<file path="src/hw/rtl/csfc_pkg.sv">
`default_nettype none

package csfc_pkg;

	localparam int unsigned ADDR_W  = 4;
	localparam int unsigned DATA_W  = 32;
	localparam int unsigned INDEX_W = 17;

	localparam logic [7:0]  SYNC_FIRST_RST  = 8'hC4;
	localparam logic [7:0]  SYNC_SECOND_RST = 8'h03;
	localparam logic [15:0] BODY_LENGTH_RST = 16'd252;

	localparam logic [23:0] CRC_INIT = 24'h7FFA00;
	// 0x8005 sits in bits 23:8; bit 24 of the full constant is the top bit being dropped
	localparam logic [23:0] CRC_POLY = 24'h800500;

	// index of the header byte that ends the length field; the last frame byte sits at body_length + HDR_LEN
	localparam int unsigned HDR_LEN = 4;

	typedef enum logic [1:0] {
		REG_SYNC_FIRST  = 2'd0,
		REG_SYNC_SECOND = 2'd1,
		REG_BODY_LENGTH = 2'd2
	} reg_index_t;

	typedef enum logic [2:0] {
		STAT_OK     = 3'd0,
		STAT_SHORT  = 3'd1,
		STAT_SYNC   = 3'd2,
		STAT_LENGTH = 3'd3,
		STAT_CRC    = 3'd4
	} status_t;

	typedef struct packed {
		logic [7:0]  sync_first;
		logic [7:0]  sync_second;
		logic [15:0] body_length;
	} cfg_t;

	typedef struct packed {
		logic [7:0] data_byte;
		logic       frame_start;
		logic       buffer_end;
	} item_t;

	typedef struct packed {
		logic        frame_ok;
		status_t     status;
		logic [15:0] crc_value;
	} result_t;

	// one byte through the shift CRC: OR into the low byte, then eight shift/reduce steps
	function automatic logic [23:0] crc_feed(input logic [23:0] crc, input logic [7:0] b);
		logic [23:0] r;
		r = {crc[23:8], crc[7:0] | b};
		for (int k = 0; k < 8; k++) begin
			if (r[23]) begin
				r = {r[22:0], 1'b0} ^ CRC_POLY;
			end else begin
				r = {r[22:0], 1'b0};
			end
		end
		return r;
	endfunction

endpackage

`default_nettype wire

</file>
<file path="src/hw/rtl/csfc_core.sv">
`default_nettype none

// Frame state and per-byte check. State is written only when the staged byte moves on.
module csfc_core (
	input  wire logic                clk,
	input  wire logic                arst_n,
	input  wire csfc_pkg::cfg_t      cfg,
	input  wire csfc_pkg::item_t     item,
	input  wire logic                advance,
	output logic                     emit,
	output csfc_pkg::result_t        result
);

	logic [csfc_pkg::INDEX_W-1:0] byte_index_q;
	logic [23:0]                  crc_q;
	logic [15:0]                  length_field_q;
	logic                         sync_bad_q;
	logic                         frame_active_q;

	logic                         act;
	logic [csfc_pkg::INDEX_W-1:0] idx;
	logic [23:0]                  crc_cur;
	logic [23:0]                  crc_nxt;
	logic [15:0]                  len_cur;
	logic [15:0]                  len_nxt;
	logic                         sbad_cur;
	logic                         sbad_nxt;
	logic [csfc_pkg::INDEX_W-1:0] last_idx;
	logic                         at_last;

	// frame_start restarts from the reset values
	assign act      = item.frame_start || frame_active_q;
	assign idx      = item.frame_start ? '0 : byte_index_q;
	assign crc_cur  = item.frame_start ? csfc_pkg::CRC_INIT : crc_q;
	assign len_cur  = item.frame_start ? 16'd0 : length_field_q;
	assign sbad_cur = item.frame_start ? 1'b0 : sync_bad_q;

	assign last_idx = {1'b0, cfg.body_length} + csfc_pkg::INDEX_W'(csfc_pkg::HDR_LEN);
	assign at_last  = (idx >= last_idx);

	always_comb begin
		crc_nxt  = crc_cur;
		len_nxt  = len_cur;
		sbad_nxt = sbad_cur;
		if (idx == csfc_pkg::INDEX_W'(0)) begin
			sbad_nxt = sbad_cur || (item.data_byte != cfg.sync_first);
		end else if (idx == csfc_pkg::INDEX_W'(1)) begin
			sbad_nxt = sbad_cur || (item.data_byte != cfg.sync_second);
		end else begin
			crc_nxt = csfc_pkg::crc_feed(crc_cur, item.data_byte);
			if (idx == csfc_pkg::INDEX_W'(3)) begin
				len_nxt = {len_cur[15:8], item.data_byte};
			end else if (idx == csfc_pkg::INDEX_W'(4)) begin
				len_nxt = {item.data_byte, len_cur[7:0]};
			end
		end
	end

	assign emit = act && (at_last || item.buffer_end);

	always_comb begin
		result.crc_value = crc_nxt[23:8];
		priority if (!at_last) begin
			result.status = csfc_pkg::STAT_SHORT;
		end else if (sbad_nxt) begin
			result.status = csfc_pkg::STAT_SYNC;
		end else if (len_nxt != cfg.body_length) begin
			result.status = csfc_pkg::STAT_LENGTH;
		end else if (crc_nxt[23:8] != 16'd0) begin
			result.status = csfc_pkg::STAT_CRC;
		end else begin
			result.status = csfc_pkg::STAT_OK;
		end
		result.frame_ok = (result.status == csfc_pkg::STAT_OK);
	end

	always_ff @(posedge clk or negedge arst_n) begin
		if (!arst_n) begin
			byte_index_q   <= '0;
			crc_q          <= csfc_pkg::CRC_INIT;
			length_field_q <= '0;
			sync_bad_q     <= 1'b0;
			frame_active_q <= 1'b0;
		end else if (advance && act) begin
			byte_index_q   <= idx + csfc_pkg::INDEX_W'(1);
			crc_q          <= crc_nxt;
			length_field_q <= len_nxt;
			sync_bad_q     <= sbad_nxt;
			frame_active_q <= !emit;
		end
	end

endmodule

`default_nettype wire

</file>
<file path="config.mk">
export PLATFORM = sky130hd
export DESIGN_NAME = csfc_core
export DESIGN_NICKNAME = d
export VERILOG_FILES = /design/src/hw/rtl/csfc_pkg.sv /design/src/hw/rtl/csfc_core.sv
export SDC_FILE = /design/constraint.sdc
export NUM_CORES = 1
export LEC_CHECK = 0
export BUFFER_PORTS_ARGS = -buffer_cell sky130_fd_sc_hd__buf_2
export CELL_PAD_IN_SITES_DETAIL_PLACEMENT = 0
export CELL_PAD_IN_SITES_GLOBAL_PLACEMENT = 1
export CORE_MARGIN = 5
export CORE_UTILIZATION = 45
export CTS_BUF_LIST = sky130_fd_sc_hd__clkbuf_4 sky130_fd_sc_hd__clkbuf_8 sky130_fd_sc_hd__clkbuf_16
export DETAILED_ROUTE_END_ITERATION = 16
export GPL_TIMING_DRIVEN = 0
export PLACE_DENSITY = 0.85
export SLEW_MARGIN = 20
export SYNTH_ARGS = -nofsm -noshare
export SYNTH_HDL_FRONTEND = slang
export SYNTH_SLANG_ARGS = --single-unit
</file>
<file path="constraint.sdc">
create_clock -name clk -period 4.81 [get_ports clk]
set_input_delay 0.481 -clock clk [delete_from_list [all_inputs] [get_ports clk]]
set_output_delay 0.481 -clock clk [all_outputs]
set_load 0.03 [all_outputs]
</file>
==> results.txt <==
----------------------------------------------------
[Status]
  Run status ... complete, no violations

[STA]
  Final Hold Viols ... 0
  Worst-margin pin slew ... 874.7 ps
  Fmax ... 219.8 MHz
  Minimum period implied by the final worst setup slack ... 4550 ps
  Final period util ... 0.9460
  Worst hold slack after final layout ... 189.9 ps
  Fin Clk Skew ... 10.06 ps
  Max Slew Vio Count ... 0
  Relative slew slack ... 0.4124
  Unrepaired setup endpoints after global routing ... false
  Final setup violation count ... 0
  Setup total negative slack ... 0 ps

[Setup path]
  Setup slack, reg-to-reg ... 2130 ps
  Arr. time, crit path ... 4070 ps
  First element of the critical path ... item[1]
  Cell-by-cell trace of the critical path ... buf_2 -> buf_2 -> clkinvlp_4 -> buf_2 -> clkbuf_2 -> nand2_1 -> ha_1 -> nand2b_1 -> or3_1 -> nor4_1 -> o221ai_1 -> a221oi_1 -> and4_2 -> nor4b_2 -> buf_2
  Class of the most critical setup path ... in -> out
  Reg2Reg Depth ... 8
  Crit path max-delay cell type ... or3_1
  Critical Path Start Type ... primary input
  Critical path peak fanout ... 10
  R2R Path Start ... byte_index_q[2]
  Worst reg2reg path endpoint ... byte_index_q[16]
  Maximum cell stage delay along the critical path ... 430 ps
  Required time reported for the critical path endpoint ... between 4000 and 5000 ps
  Worst Setup End Kind ... output port
  Cell occurring most often along the worst timing path ... buf_2

[Power]
  Register share of total power ... 0.333
  Switching fraction of total power ... 0.3948
  Power share of the combinational group ... 0.435
  Clock network power share ... 0.232
  Post-layout power ... about 2000 uW
  Switching power summed over all nets ... 770.2 uW
  Cell internal power dissipation ... about 1200 uW
  P per Cell Area ... 354.8 mW/mm2
  Leakage power summed over all cells ... ~0.0024 uW
  VDD IR max ... 271.0 uV

[Global routing]
  Antenna violations before repair ... 0
  Maximum number of pins on one net before global-route repair ... 60
  Overall global routing resource usage ... 0.2356
  Wire length of the first global-routing pass ... 24130 um
  Total congestion overflow after global routing ... 0
  Vias in the first global route ... roughly 4600

[Clocking]
  Sinks on Clock Net ... 59
  Clk_lat worst skew ... 360 ps
  H-tree levels ... 3
  Clock tree root driver cell ... clkbuf_8
  Hold bufs inserted after CTS ... 0
  Setup repair bufs after CTS ... 0
  Number of CTS-inserted buffers ... 9
  Clock slew at reported path FFs ... about 70 ps
  Clock tree from TritonCTS ... yes
  Worst-case clock buffer depth ... 2

[Die]
  Area of the die ... around 0.013 mm2
  Number of top-level pins ... 66
  Area of the core ... about 0.010 mm2
  Y dimension of the die ... 113.6 um
  Site Rows ... 37
  Die span in x ... 113.6 um
  Starting density of the core ... 0.4637

[Cells and area]
  Post-Layout Inst Area ... approximately 0.0055 mm2
  Number of antenna cells inserted ... 0
  Number of inserted filler cells in the final layout ... 1000
  Fraction of final layout cells with drive strength greater than 1 ... 0.2071
  Final net count ... 704
  Area added between synthesis and finish ... 13.86%

[Synthesis]
  Post-Synthesis Cells ... 577
  Flip-flop and latch count after synthesis ... 59
  Number of warnings reported in the yosys synthesis log ... 0
  Average cell area after synthesis ... 8.370 um2
  Netlist cell types ... 70
  Dominant register cell in the synthesized netlist ... dfrtp_1
  Async set-reset flop share out of synthesis ... 1.000
  Post-synthesis sequential area ratio ... 0.3091
  Count of flip-flops with a built-in enable after synthesis ... 0
  Net Count, Synth ... 639
  Area of the mapped netlist ... 0.004830 mm2

[Route]
  Via count of the routed design ... 4562
  Wire length after detailed routing ... around 15000 um
  Initial drt markers ... 362
  Initial DRT Pass Iterations ... 5
  Remaining routing DRC violations ... 0
  Via density ... about 5.8
  Routed Antenna Nets ... 0
  Final routed wire length divided by cell count ... approximately 19 um

[Flow run]
  Max Cap Violations ... 0

[Place]
  Final weighted congestion in routability-driven placement ... 0.9539
  Detailed Place HPWL ... 11300 um
  Port-buffer cells ... 54
  Post-Place Cell Area ... 0.005273 mm2

[Hold path]
  Path type of the worst min-delay path ... in -> async

----------------------------------------------------
layer usage:
metal	vias up	track usage	share of wire
met5	-	0	0
met4	0	0.08333	0.017
met3	21	0.04881	0.061
met2	142	0.3804	0.47
met1	2227	0.3126	0.45
li1	2172	-	-
synth_stat cells (6+ instances only):
| master | number | area [um2] |
|---|---|---|
| a21oi_1 | 26 | 130.1 |
| nand2b_1 | 7 | 43.79 |
| nand4_1 | 10 | 62.56 |
| clkbuf_1 | 22 | 82.58 |
| nor4_1 | 15 | 93.84 |
| dfstp_2 | 13 | 341.6 |
| o21ai_0 | 20 | 100.1 |
| a21o_1 | 6 | 45.04 |
| mux2i_1 | 11 | 110.1 |
| buf_2 | 9 | 45.04 |
| buf_4 | 16 | 120.1 |
| nor2_1 | 38 | 142.6 |
| xnor2_1 | 20 | 175.2 |
| and3_1 | 8 | 50.05 |
| mux2_2 | 7 | 78.83 |
| nor2b_1 | 21 | 131.4 |
| dfrtp_1 | 46 | 1151 |
| ha_1 | 17 | 212.7 |
| a31oi_1 | 10 | 62.56 |
| nand3_1 | 17 | 85.08 |
| inv_1 | 27 | 101.4 |
| nand2_1 | 72 | 270.3 |
| and2_1 | 6 | 37.54 |
| a22o_1 | 15 | 131.4 |
| xor2_1 | 36 | 315.3 |
layout make-up:
cell class,count,area [um2],area share
clock inverters,2,10.01,0.001820
multi-input cells,440,3003,0.5461
inverters,27,105.1,0.01911
plain buffers,51,265.3,0.04824
flip-flops and latches,59,1493,0.2714
well taps,136,170.2,0.03094
repair buffers,54,272.8,0.04960
clock buffers,14,180.2,0.03276
metrics by stage:
stage          utilization  instances  setup slack [ps]
5_1_grt             0.5279        783             50.47
4_1_cts             0.5258        783             50.11
6_report            0.5279        783             259.8
2_1_floorplan            -        577             718.2
3_5_place_dp        0.5062        767            -279.9
3_3_place_gp        0.5059        767            -222.5
worst max-delay path, delay by kind of cell:
| kind | cells | cell delay (ps) |
|---|---|---|
| AOI/OAI and AO/OA | 2 | 400 |
| adders and majority gates | 1 | 260 |
| buffers and inverters | 6 | 1370 |
| and+or+nand+nor | 6 | 1550 |
worst max-delay path by stage:
stage / end / slack [ps] / cells after the start
floorplan: result[17] / 720 / 12
global placement: result[19] / -220 / 15
detailed placement: result[19] / -280 / 15
CTS: result[19] / 50 / 14
global route: result[19] / 50 / 15
finish: result[19] / 260 / 15
repair_timing:
item / 4_1_cts / 5_1_grt
cloned: 0 / 0
setup endpoints to repair: 5 / 4
gates resized for setup: 4 / 5
power by group through the flow:
stage	clock, uW	sequential (uW)	combinational, uW
2_1_floorplan	0	636	649
3_3_place_gp	0	656	830
3_5_place_dp	0	657	841
4_1_cts	460	648	848
5_1_grt	482	657	926
6_report	452	650	849
registers in the layout, summed over array words and instances (netlist names):
signal          cells
byte_index_q       17
crc_q              24
frame_active_q      1
length_field_q     16
sync_bad_q          1
cell usage in the layout, fill, tap and decap left out, drive strengths merged, types with 4 or more instances in the layout:
master   n
xor2    36
dfstp   13
a21oi   26
and3     8
a22oi    4
nor2b   21
mux2     7
o31ai    4
inv     26
clkbuf  36
nor4    15
and2     6
o211ai   4
or3      4
nand2   72
buf     83
nor2    38
nand3   17
xnor2   22
ha      17
nand2b   7
o32ai    4
a22o    16
dfrtp   46
nand4   10
a31oi   10
a21o     6
o32a     4
o21ai   23
mux2i   11
cells by family after synthesis:
logic type / after synthesis / synth area share
adder cells (fa/ha/maj): 18 / 0.04611
flip-flops: 59 / 0.3091
XOR/XNOR: 59 / 0.1132
multiplexers: 18 / 0.03912
buffers and inverters: 78 / 0.07539
AO/OA/AOI/OAI: 132 / 0.1956
AND/OR/NAND/NOR: 213 / 0.2215
Power figures use the tool's default switching activity.
